## src/rtl/marie_accumulator_cpu_step_top_macros.svh

```systemverilog
// Assertion macros for the accumulator CPU step block.
// The clocked forms sample on aclk; MARIE_ASSERT stays off while aresetn is low.
`ifndef MARIE_ACCUMULATOR_CPU_STEP_TOP_MACROS_SVH
`define MARIE_ACCUMULATOR_CPU_STEP_TOP_MACROS_SVH

`ifndef SYNTHESIS

// Check a property on every rising aclk edge outside reset.
`define MARIE_ASSERT(label, prop, msg) \
    label: assert property (@(posedge aclk) disable iff (!aresetn) prop) else $error(msg);

// Check a property on every rising aclk edge, reset included.
`define MARIE_ASSERT_ALWAYS(label, prop, msg) \
    label: assert property (@(posedge aclk) prop) else $error(msg);

`else

`define MARIE_ASSERT(label, prop, msg)
`define MARIE_ASSERT_ALWAYS(label, prop, msg)

`endif

`endif

```

## src/rtl/marie_pkg.sv

```systemverilog
package marie_pkg;

    // Default geometry of the main memory
    localparam int ADDR_BITS_DEF = 12;
    localparam int WORD_BITS_DEF = 16;

    // Field widths on the stream ports
    localparam int OPN_W   = 2;
    localparam int INSTR_W = 16;
    localparam int OPND_W  = 12;
    localparam int ADDR_W  = 12;
    localparam int DATA_W  = 16;
    localparam int PC_W    = 12;

    // Packed channel widths, rounded up to whole bytes
    localparam int S_TDATA_W = 64;
    localparam int M_TDATA_W = 64;

    // Item kinds carried on s_tuser
    typedef enum logic [OPN_W-1:0] {
        OPN_EXEC  = 2'd0,
        OPN_WRITE = 2'd1,
        OPN_READ  = 2'd2
    } opn_t;

    // Instruction opcodes, bits 15..12 of the instruction word
    typedef enum logic [3:0] {
        OPC_JNS      = 4'd0,
        OPC_LOAD     = 4'd1,
        OPC_STORE    = 4'd2,
        OPC_ADD      = 4'd3,
        OPC_SUBT     = 4'd4,
        OPC_INPUT    = 4'd5,
        OPC_OUTPUT   = 4'd6,
        OPC_HALT     = 4'd7,
        OPC_SKIPCOND = 4'd8,
        OPC_JUMP     = 4'd9,
        OPC_CLEAR    = 4'd10,
        OPC_ADDI     = 4'd11,
        OPC_JUMPI    = 4'd12,
        OPC_LOADI    = 4'd13,
        OPC_STOREI   = 4'd14,
        OPC_SPARE    = 4'd15
    } opcode_t;

    // Skipcond condition codes, bits 11..10
    localparam logic [1:0] COND_NEG  = 2'b00;
    localparam logic [1:0] COND_ZERO = 2'b01;
    localparam logic [1:0] COND_POS  = 2'b10;

    // Work left for an item after its first memory read
    typedef enum logic [2:0] {
        JOB_LOAD,
        JOB_ADD,
        JOB_SUBT,
        JOB_JUMPI,
        JOB_ADDI,
        JOB_LOADI,
        JOB_STOREI,
        JOB_READ
    } job_t;

    // Sequencer states
    typedef enum logic [1:0] {
        ST_IDLE,
        ST_RD1,
        ST_RD2
    } state_t;

endpackage

```

## src/rtl/marie_out_buf.sv

```systemverilog
// Two-entry result buffer: output register plus skid slot.
module marie_out_buf #(
    parameter int DATA_W = marie_pkg::M_TDATA_W
) (
    input  logic              aclk,
    input  logic              aresetn,
    input  logic              push,
    input  logic [DATA_W-1:0] push_data,
    output logic [1:0]        level,
    output logic              m_tvalid,
    input  logic              m_tready,
    output logic [DATA_W-1:0] m_tdata
);
    import marie_pkg::*;

    logic [DATA_W-1:0] head_reg;
    logic [DATA_W-1:0] tail_reg;
    logic [1:0]        cnt_reg;
    logic [1:0]        cnt_next;
    logic              pop;

    assign pop      = (cnt_reg != 2'd0) && m_tready;
    assign cnt_next = cnt_reg + {1'b0, push} - {1'b0, pop};

    // occupancy
    always_ff @(posedge aclk) begin
        if (!aresetn) begin
            cnt_reg <= 2'd0;
        end else begin
            cnt_reg <= cnt_next;
        end
    end

    // head feeds the port, tail catches an item while head is stalled
    always_ff @(posedge aclk) begin
        if (pop) begin
            if (cnt_reg == 2'd2) begin
                head_reg <= tail_reg;
            end else if (push) begin
                head_reg <= push_data;
            end
        end else if (push && (cnt_reg == 2'd0)) begin
            head_reg <= push_data;
        end
        if (push && (((cnt_reg == 2'd1) && !pop) || ((cnt_reg == 2'd2) && pop))) begin
            tail_reg <= push_data;
        end
    end

    assign level    = cnt_reg;
    assign m_tvalid = (cnt_reg != 2'd0);
    assign m_tdata  = head_reg;

endmodule
```

## config.mk

```make
export PLATFORM = sky130hd
export DESIGN_NAME = marie_out_buf
export DESIGN_NICKNAME = d
export VERILOG_FILES = /design/src/rtl/marie_accumulator_cpu_step_top_macros.svh /design/src/rtl/marie_pkg.sv /design/src/rtl/marie_out_buf.sv
export SDC_FILE = /design/constraint.sdc
export NUM_CORES = 1
export LEC_CHECK = 0
export ABC_CLOCK_PERIOD_IN_PS = 5800
export BUFFER_PORTS_ARGS = -buffer_cell sky130_fd_sc_hd__buf_2
export CAP_MARGIN = 20
export CORE_ASPECT_RATIO = 1.25
export CORE_MARGIN = 3
export CORE_UTILIZATION = 47
export CTS_CLUSTER_SIZE = 10
export DETAILED_ROUTE_END_ITERATION = 12
export PLACE_DENSITY = 0.76
export SLEW_MARGIN = 5
export SYNTH_ARGS = -nofsm -noshare
export SYNTH_HDL_FRONTEND = slang
export SYNTH_SLANG_ARGS = --single-unit
export TNS_END_PERCENT = 30
```

## constraint.sdc

```tcl
create_clock -name aclk -period 5.8 [get_ports aclk]
set_input_delay 0.29 -clock aclk [delete_from_list [all_inputs] [get_ports aclk]]
set_output_delay 0.29 -clock aclk [all_outputs]
set_load 0.03 [all_outputs]
```

## Word-level counts from Yosys, hierarchy flattened

Index checks and enable logic that the tools add are counted.

| cells by class | value |
|---|---|
| add/subtract/negate cells | 2 |
| eq/ne operators | 3 |
| muxes and demuxes | 4 |
| reduce and logical (&&, ||, !) cells | 11 |

Operators by type and width:

| operator | number |
|---|---|
| $mux 64 | 4 |
| $logic_and 1x1->1 | 5 |
| $reduce_bool 2->1 | 2 |
| $ne 3x2->1 const B | 1 |
| $add 2x1->2 | 1 |
| $eq 2x1->1 const B | 1 |
| $eq 2x2->1 const B | 1 |
| $logic_not 2->1 | 1 |
| $reduce_and 2->1 | 1 |
| $sub 2x1->2 | 1 |
| $logic_not 1->1 | 1 |
| $logic_or 1x1->1 | 1 |

| word-level totals | value |
|---|---|
| flip-flop bits (word level) | 130 |
| bits of input ports | 68 |
| output and inout bits | 67 |
| logic and storage cells | 23 |

## Longest topological paths before layout

Gate-level depths: netlist of the first run.

| depth | value |
|---|---|
| depth in word-level cells | 6 |
| gate-level depth with buffers | 7 |
| gate-level depth less buffers | 5 |

## Least setup slack after synthesis of the first run

No wires, ideal clock.

| path | value |
|---|---|
| path kind | flip-flop to flip-flop |
| from | register cnt_reg[1] (netlist: level[1]) |
| to | register head_reg[0] (netlist: m_tdata[0]), enable pin |
| setup time | 0.574 ns |
| arrival | 5.192 ns |
| required time | 5.226 ns |
| slack | 0.034 ns |
| cell stages (with the launch flop) | 3 |
| path buffers | 0 |
| clock period less this slack | 5.766 ns |
| cells stage by stage | dfxtp_1 -> mux2i_1 -> o21ai_0 |

| on the way | value |
|---|---|
| longest elaborated chain between the ends | 4 |
| elaborated cells between the ends (all ways) | 8 |
| classes of those cells | eq/ne (2); reduce/logical (6) |

RTL lines:

| element | RTL line | RTL |
|---|---|---|
| start, declared | marie_out_buf.sv:18 | `logic [1:0] cnt_reg;` |
| start signal, assigned | marie_out_buf.sv:30 | `cnt_reg <= cnt_next;` |
| $reduce_bool 2->1 or $logic_not 2->1 (tied branches) | marie_out_buf.sv:22, marie_out_buf.sv:42 |  |
| $logic_and 1x1->1 (on tied branches) | marie_out_buf.sv:22, marie_out_buf.sv:42 |  |
| $ne 3x2->1 (no source line) or $reduce_bool 2->1 (tied branches) | - |  |
| $reduce_and 2->1 (no source line) * | - |  |
| end signal, assigned | marie_out_buf.sv:38 | `head_reg <= tail_reg;` |
| end signal, assigned | marie_out_buf.sv:40 | `head_reg <= push_data;` |
| end signal, assigned | marie_out_buf.sv:43 | `head_reg <= push_data;` |
| end, declared | marie_out_buf.sv:16 | `logic [DATA_W-1:0] head_reg;` |

Every way passes the cells marked *; elsewhere a longest branch is shown, timed or not.
A chain may end at the register's enable or synchronous reset.

## Worst setup path after layout of the first run

| path | value |
|---|---|
| from | register cnt_reg[1] (netlist: level[1]) |
| to | register head_reg[63] (netlist: m_tdata[63]), enable pin |

Same word-level chain as after synthesis.

==> results.sh, run 1 <==
export IMPL_grt_pass1_vias=2532
export IMPL_grt_total_usage_pct=14.71
export IMPL_ios=135
export IMPL_synth_distinct_cells=15
export IMPL_clock_skew_ps=6.111
export IMPL_grt_pass1_wl_mm=13.04
export IMPL_postCtsHoldBufs=0
export IMPL_hold_violations=0
export IMPL_syn_nets=286
export IMPL_drv_cap=0
export IMPL_drt_iter0_drc=146
export IMPL_power_mw=2.283
export IMPL_die_area_sq_mm=0.01173
export IMPL_holdPathEnd="tail_reg[9]"
export IMPL_fin_crit_ps=2224
export IMPL_core_sq_mm=0.01016
export IMPL_cts_tree="yes"
export IMPL_routedWlPerCell_um=16.68
export IMPL_ys_warn_count=0
export IMPL_multi_input_area_sq_um=974.7
export IMPL_path_cells="mux2i_1 -> o21ai_4 -> buf_4"
export IMPL_max_clock_path_buffers=2
export IMPL_slowest_stage="o21ai_4"
export IMPL_cts_setup_buffers=0
export IMPL_clockRootBuffer="clkbuf_16"
export IMPL_route_detailed_drc=0
export IMPL_outcome="finished clean"
export IMPL_initial_core_util_pct=48.39
export IMPL_dp_hpwl_mm=5.432
export IMPL_worst_pin_slew_ps=1025
export IMPL_min_from="push_data[9]"
export IMPL_hold_class="input pin to flip-flop"
export IMPL_powerDensity_mw_per_mm2=366.2
export IMPL_whs_ps=76.90
export IMPL_netlist_area_sq_mm=0.004915
export IMPL_crit_arrival_ps=2260
export IMPL_viasPerCell=4.800
export IMPL_critPathMaxStageDelay_ps=700
export IMPL_fp_row_count=41
export IMPL_vias=2429
export IMPL_ir_drop_uv=205.2
export IMPL_cts_sinks=130
export IMPL_cts_max_level=4
export IMPL_final_nets=434
export IMPL_period_share_pct=38.35
export IMPL_rsz0062_at_grt="false"
export IMPL_syn_area_per_cell_sq_um=22.65
export IMPL_yosysSeqAreaShare_pct=79.02
export IMPL_n_antenna_cell=0
export IMPL_maxSlewHeadroom_pct=31.64
export IMPL_firstDrtPassIters=4
export IMPL_fill_cells=785
export IMPL_cts_buffers_inserted=17
export IMPL_grt_max_degree=66
export IMPL_stdcell_count=506
export IMPL_placed_cells=475
export IMPL_seqCellArea_sq_mm=0.003884
export IMPL_dieWidth_um=97.46
export IMPL_finalSetupTns_ps=0
export IMPL_max_freq_ghz=0.4496
export IMPL_io_buffers=134
export IMPL_worst_slack_ps=3576
export IMPL_cp_max_fo=39
export IMPL_crit_required_ps=5840
export IMPL_drive_gt1_share_pct=60.74
export IMPL_post_dp_cell_area_sq_mm=0.005709
export IMPL_die_y_um=120.3
export IMPL_antenna_found_initial=0
export IMPL_worstRegToRegCells=3
export IMPL_route_final_wire_length_mm=8.438
export IMPL_design_area_sq_mm=0.006235
export IMPL_gp_congestion=0.7333
export IMPL_dp_slack_ps=3540
export IMPL_syn_inst=217
export IMPL_ant_nets=0
export IMPL_slew_viol_final=0
export IMPL_hold_depth=1
export IMPL_setup_viol=0
export IMPL_clk_pin_slew_ps=50
export IMPL_synth_ff_latch_count=130
export IMPL_r2r_start="level[1]"
export IMPL_overflow=0
export IMPL_cts_resized=0
export IMPL_final_util_pct=61.38
export IMPL_syn_to_final_growth_pct=26.86
export IMPL_r2r_slack_ps=3580
export IMPL_clk_insertion_delay_late_ps=400
export IMPL_reg2reg_to="m_tdata[63]"
export IMPL_criticalPathCategory="flip-flop to flip-flop"
export IMPL_cp_end_kind="flip-flop"
export IMPL_cp_start_kind="flip-flop"
export IMPL_total_leakage_power_nw=2.555
cells in the mapped netlist:
master / instances / area, sq um
or2_2: 1 / 6.260
nand3b_1: 1 / 7.510
mux2_4: 38 / 570.6
inv_1: 1 / 3.750
buf_2: 2 / 10.01
ha_1: 1 / 12.51
buf_6: 5 / 56.30
edfxtp_1: 128 / 3844
dfxtp_1: 2 / 40.04
nand2_1: 3 / 11.26
o21ai_0: 3 / 15.01
mux2i_1: 2 / 20.02
and2_1: 2 / 12.51
nand2b_1: 2 / 12.51
mux2_2: 26 / 292.8
cell type report:
class                   count  area share [%]
clock buffers              18           6.883
well taps                 129           2.589
clock inverters            13           1.545
inverters                   1         0.06020
multi-input cells          79           15.63
repair buffers            136           11.00
flip-flops and latches    130           62.29
where the power goes:
part	switching, mW	internal, mW	total, mW
registers	0.0143	1.10	1.12
logic	0.148	0.0779	0.226
clock network	0.365	0.576	0.942
worst max-delay path: cells and delay by family, from the launching register on:
family          cells  cell delay, ps
compound gates      1             700
buf+inv             1             570
flops               1             410
mux                 1             140
per-layer routing:
layer	global-route usage, %	part of all wire [%]	vias up
met2	24.40	52	79
met4	6.840	1.4	0
met3	5.251	5.3	9
met1	17.15	41	1187
met5	0	0	-
li1	-	-	1154
cell families (layout without fill, tap and decap cells):
kind of cell	after synthesis	after routing	share of synthesized area (%)
AOI/OAI and AO/OA	3	3	0.3054
and+or+nand+nor	9	9	1.018
buffers and inverters	8	168	1.426
adders and majority gates	1	1	0.2545
DFF	130	130	79.02
muxes	66	66	17.97
worst max-delay path by stage:
| stage | start | end | slack, ps |
|---|---|---|---|
| floorplan | level[1] | m_tdata[0] | 30 |
| global placement | m_tready | m_tdata[58] | 3610 |
| detailed placement | level[1] | m_tdata[58] | 3540 |
| CTS | level[1] | m_tdata[3] | 3510 |
| global route | level[1] | m_tdata[2] | 3380 |
| finish | level[1] | m_tdata[63] | 3580 |
layout by cell type, fill, tap and decap left out, types with 2 or more instances in the layout:
master,synthesis,routed
clkinv_2,0,4
clkinv_1,0,4
clkinvlp_4,0,3
edfxtp_1,128,128
mux2_2,26,26
o21ai_0,3,2
nand2b_1,2,2
buf_4,0,2
clkbuf_16,0,17
dfxtp_1,2,2
mux2i_1,2,2
mux2_4,38,38
nand2_1,3,3
buf_2,2,134
Power figures use the tool's default switching activity.
==> run 2: changes to the inputs <==
- ABC_CLOCK_PERIOD_IN_PS: 5800 -> 1890
- clock period: 5.8 -> 1.89 ns (I/O delays scaled with it)
==> run 2 against run 1 <==
Net effect: cell area increased by 13%; core utilization up 8.2 points; final cell count increased by 14%; register-to-register slack got worse by 3300 ps; critical path depth stayed put; total power rose to 3.3 times the previous value; sequential share of layout area down 7.3 points; worst setup slack lost 3300 ps; sequential power grew to 3.1 times the previous value; count of clock-buffer cells in the layout unchanged; via count is 14% higher; critical endpoint is now m_tdata[7]; largest cell class unchanged.
==> results.sh, run 2 (synthesis gave the netlist of run 1 again) <==
export IMPL_cts_sinks=130
export IMPL_die_area_sq_mm=0.01173
export IMPL_antenna_found_initial=0
export IMPL_post_dp_cell_area_sq_mm=0.005826
export IMPL_drive_gt1_share_pct=53.13
export IMPL_dp_hpwl_mm=5.956
export IMPL_max_clock_path_buffers=2
export IMPL_powerDensity_mw_per_mm2=1061
export IMPL_clk_insertion_delay_late_ps=410
export IMPL_total_leakage_power_nw=2.905
export IMPL_maxSlewHeadroom_pct=80.66
export IMPL_clock_skew_ps=8.250
export IMPL_slew_viol_final=0
export IMPL_crit_required_ps=2040
export IMPL_die_y_um=120.3
export IMPL_ant_nets=0
export IMPL_final_cell_mix="buf_2, edfxtp_1, dlygate4sd3_1"
export IMPL_worstRegToRegCells=3
export IMPL_ios=135
export IMPL_n_antenna_cell=0
export IMPL_criticalPathCategory="flip-flop to flip-flop"
export IMPL_period_share_pct=87.01
export IMPL_mostFrequentLayoutCell="buf_2"
export IMPL_crit_arrival_ps=1800
export IMPL_overflow=0
export IMPL_cts_tree="yes"
export IMPL_reg2reg_to="m_tdata[7]"
export IMPL_final_util_pct=69.60
export IMPL_setup_viol=0
export IMPL_viasPerCell=4.787
export IMPL_cp_start_kind="flip-flop"
export IMPL_route_final_wire_length_mm=9.564
export IMPL_vias=2762
export IMPL_io_buffers=134
export IMPL_hold_class="input pin to flip-flop"
export IMPL_cts_resized=0
export IMPL_initial_core_util_pct=48.39
export IMPL_cp_end_kind="flip-flop"
export IMPL_clockRootBuffer="clkbuf_16"
export IMPL_cp_max_fo=37
export IMPL_r2r_slack_ps=250
export IMPL_hold_depth=3
export IMPL_grt_max_degree=49
export IMPL_r2r_start="level[0]"
export IMPL_grt_total_usage_pct=17.07
export IMPL_max_freq_ghz=0.6081
export IMPL_routedWlPerCell_um=16.58
export IMPL_fin_crit_ps=1644
export IMPL_rsz0062_at_grt="false"
export IMPL_min_from="push"
export IMPL_holdPathEnd="level[0]"
export IMPL_firstDrtPassIters=4
export IMPL_outcome="finished clean"
export IMPL_hold_violations=0
export IMPL_clk_pin_slew_ps=50
export IMPL_multi_input_area_sq_um=974.7
export IMPL_drt_iter0_drc=132
export IMPL_core_sq_mm=0.01016
export IMPL_gp_congestion=0.6890
export IMPL_grt_pass1_vias=2924
export IMPL_drv_cap=0
export IMPL_syn_to_final_growth_pct=43.84
export IMPL_grt_pass1_wl_mm=15.04
export IMPL_dieWidth_um=97.46
export IMPL_cts_buffers_inserted=17
export IMPL_fill_cells=679
export IMPL_ir_drop_uv=815.3
export IMPL_seqCellArea_sq_mm=0.003887
export IMPL_fp_row_count=41
export IMPL_route_detailed_drc=0
export IMPL_final_nets=504
export IMPL_cts_max_level=4
export IMPL_worst_pin_slew_ps=282.1
export IMPL_design_area_sq_mm=0.007069
run 2: cell types whose count changed in the layout (fill, tap and decap cells not counted), sizes merged:
cell,before,now
buf,136,141
bufinv,1,3
clkinv,9,6
clkinvlp,3,4
dlygate4sd3,0,65
inv,1,2
run 2: worst max-delay path, cell delays in order, from the launching register on:
cell and delay [ps]:
dfxtp_1 440, nand3b_1 280, buf_12 290, mux2_2 370
run 2: repair_timing:
action	CTS	global route
setup buffers	0	0
hold endpoints to repair	90	0
hold buffers	65	0
run 2: cell type report:
class | instances | area share [%]
clock inverter | 14 | 2.319
inverter | 1 | 0.05310
tap | 129 | 2.283
timing repair buffer | 206 | 20.50
clock buffer | 18 | 6.071
sequential | 130 | 54.99
multi-input combinational | 79 | 13.79
run 2: where the power goes:
| part | total [mW] | internal, mW | switching [mW] |
|---|---|---|---|
| logic | 0.826 | 0.347 | 0.479 |
| registers | 3.42 | 3.38 | 0.0480 |
| clock network | 3.25 | 2.06 | 1.19 |
| total | 7.50 | 5.79 | 1.71 |
run 2: metal layers:
layer	up-vias	wire, um	GRT usage (%)
met5	-	0	0
met4	0	231	9.177
met3	20	541	5.309
met2	103	4992	27.74
met1	1342	3798	20.39
li1	1297	-	-
run 2: worst max-delay path by stage:
stage / startpoint / end / slack (ps) / cells after the start
6_report: level[0] / m_tdata[7] / 250 / 3
5_1_grt: level[0] / level[1] / 170 / 6
4_1_cts: level[0] / m_tdata[7] / 240 / 3
3_5_place_dp: level[0] / m_tdata[17] / 260 / 3
3_3_place_gp: level[0] / m_tdata[1] / 330 / 3
2_1_floorplan: level[1] / m_tdata[0] / -160 / 2
run 2: per-stage QoR:
stage               setup slack [ps]  instances  setup TNS (ps)  hold slack [ps]  power, mW
floorplan                     -161.4        217          -17890            193.4      3.931
global placement               325.7        480               0            286.8      4.185
detailed placement             261.9        480               0            286.1      4.210
CTS                            244.9        577               0            66.95      7.560
global route                   168.6        577               0            96.08      7.759
finish                         245.6        577               0            68.91      7.502
==> run 3: changes to the inputs <==
- GPL_TIMING_DRIVEN: not set -> 0
==> run 3 against run 2 <==
Net effect: cell area up 0.21%; hold slack better by 37 ps; register-to-register slack worse by 130 ps; total power down 3.6%; critical path depth up 2; global-route usage up 1.2 points; combinational power up 3.8%; sequential power about the same; die area unchanged; worst setup slack worse by 130 ps; core utilization up 0.15 points; critical endpoint is now tail_reg[54]; largest power group unchanged; highest routed layer unchanged.
==> results.sh, run 3 (synthesis gave the netlist of run 1 again) <==
export IMPL_outcome="finished clean"
export IMPL_syn_to_final_growth_pct=44.14
export IMPL_clockRootBuffer="clkbuf_16"
export IMPL_grt_pass1_wl_mm=16.26
export IMPL_hold_class="input pin to flip-flop"
export IMPL_ir_drop_uv=698.2
export IMPL_rsz0062_at_grt="false"
export IMPL_cp_max_fo=16
export IMPL_antenna_found_initial=0
export IMPL_p_int_mw=5.610
export IMPL_p_sw_share_pct=22.47
export IMPL_n_antenna_cell=0
export IMPL_fp_row_count=41
export IMPL_worst_pin_slew_ps=270.2
export IMPL_routedWlPerCell_um=17.49
export IMPL_gp_congestion=0.6962
export IMPL_hold_violations=0
export IMPL_route_final_wire_length_mm=10.27
export IMPL_dp_hpwl_mm=5.948
export IMPL_powerDensity_mw_per_mm2=1021
export IMPL_period_share_pct=93.96
export IMPL_whs_ps=105.9
export IMPL_cp_end_kind="flip-flop"
export IMPL_final_cell_mix="buf_2, edfxtp_1, dlygate4sd3_1"
export IMPL_grt_pass1_vias=3178
export IMPL_clk_pin_slew_ps=50
export IMPL_pwr_share_clk_pct=40.8
export IMPL_max_freq_ghz=0.5631
export IMPL_dieWidth_um=97.46
export IMPL_power_switching_mw=1.626
export IMPL_maxSlewHeadroom_pct=81.47
export IMPL_firstDrtPassIters=4
export IMPL_grt_max_degree=27
export IMPL_path_cells="nand3b_1 -> buf_6 -> buf_6 -> o21ai_4 -> and2_4"
export IMPL_cts_buffers_inserted=17
export IMPL_crit_top_cell="buf_6"
export IMPL_crit_arrival_ps=1860
export IMPL_ios=135
export IMPL_setup_viol=0
export IMPL_initial_core_util_pct=48.39
export IMPL_ant_nets=0
export IMPL_crit_family="simple AND/OR/NAND/NOR gates"
export IMPL_vias=2808
export IMPL_cp_start_kind="flip-flop"
export IMPL_viasPerCell=4.784
export IMPL_crit_required_ps=1970
export IMPL_stdcell_count=587
export IMPL_cts_max_level=4
export IMPL_pwr_share_comb_pct=11.8
export IMPL_drt_iter0_drc=97
export IMPL_slew_viol_final=0
export IMPL_io_buffers=134
export IMPL_slowest_stage="dfxtp_1"
export IMPL_core_sq_mm=0.01016
export IMPL_overflow=0
export IMPL_clk_insertion_delay_late_ps=400
export IMPL_p_seq_share_pct=47.3
export IMPL_total_leakage_power_nw=2.922
export IMPL_die_area_sq_mm=0.01173
export IMPL_max_clock_path_buffers=2
export IMPL_drv_cap=0
export IMPL_die_y_um=120.3
export IMPL_final_nets=514
export IMPL_cp_num_buf_inv=2
export IMPL_criticalPathCategory="flip-flop to flip-flop"
export IMPL_grt_total_usage_pct=18.25
export IMPL_fin_crit_ps=1776
export IMPL_drive_gt1_share_pct=53.49
export IMPL_mostFrequentLayoutCell="buf_2"
export IMPL_cts_tree="yes"
export IMPL_critPathMaxStageDelay_ps=370
export IMPL_clock_skew_ps=8.771
export IMPL_cts_sinks=130
export IMPL_placed_cells=482
export IMPL_fill_cells=664
export IMPL_route_detailed_drc=0
run 3: changes by cell type in the layout (fill, tap and decap cells not counted), sizes merged:
cell,delta
and2,+6
inv,-1
bufinv,-2
clkinv,-3
clkbuf,+8
clkinvlp,-2
buf,+4
run 3: stage by stage:
step	util [%]	cell area, sq um	setup WS, ps	TNS, ps	total power [mW]
6_report	69.75	7084	114.2	0	7.236
5_1_grt	69.75	7084	12.60	0	7.471
4_1_cts	69.52	7062	-18.75	-374.4	7.301
3_5_place_dp	57.22	5812	-342.3	-22390	4.209
3_3_place_gp	56.75	5764	-635.1	-59850	4.168
2_1_floorplan	-	4932	-161.4	-17890	3.931
run 3: power groups by stage:
| stage | combinational [mW] | sequential [mW] | clock [mW] |
|---|---|---|---|
| 4_1_cts | 0.857 | 3.42 | 3.02 |
| 2_1_floorplan | 0.196 | 3.74 | 0 |
| 5_1_grt | 0.912 | 3.44 | 3.12 |
| 3_5_place_dp | 0.728 | 3.48 | 0 |
| 3_3_place_gp | 0.690 | 3.48 | 0 |
| 6_report | 0.857 | 3.42 | 2.95 |
run 3: layout make-up:
cell class	count	area, sq um	area share, %
clock buffers	26	479.2	6.764
clock inverters	6	60.06	0.8478
plain buffers	7	66.31	0.9361
multi-input cells	85	1035	14.61
well taps	129	161.4	2.278
inverters	1	3.754	0.05298
repair buffers	203	1391	19.64
flip-flops and latches	130	3887	54.87
run 3: timing repair:
action                     4_1_cts  5_1_grt
hold buffers                    65        0
buffers inserted                 0        2
gates cloned                     6        0
setup endpoints to repair       90       66
gates resized for setup          6        1
hold endpoints to repair       105        0
pin swaps                        4        1
run 3: final timing paths:
path | end | cells past startpoint | from | slack [ps]
max | tail_reg[54] | 5 | level[0] | 110
min | level[1] | 4 | m_tready | 110
min reg2reg | m_tdata[58] | 1 | tail_reg[58] | 540
max reg2reg | tail_reg[54] | 5 | level[0] | 110
run 3: worst reg2reg max path, cell delays in order (launching register included):
cell,delay (ps)
dfxtp_1,370
nand3b_1,240
buf_6,190
buf_6,170
o21ai_4,120
and2_4,360
run 3: routing by layer:
layer	global-route usage, %	up-vias	routed length (um)
met3	5.136	16	521
met2	31.69	95	5458
met4	8.398	0	192
met1	20.94	1363	4096
met5	0	-	0
li1	-	1334	-
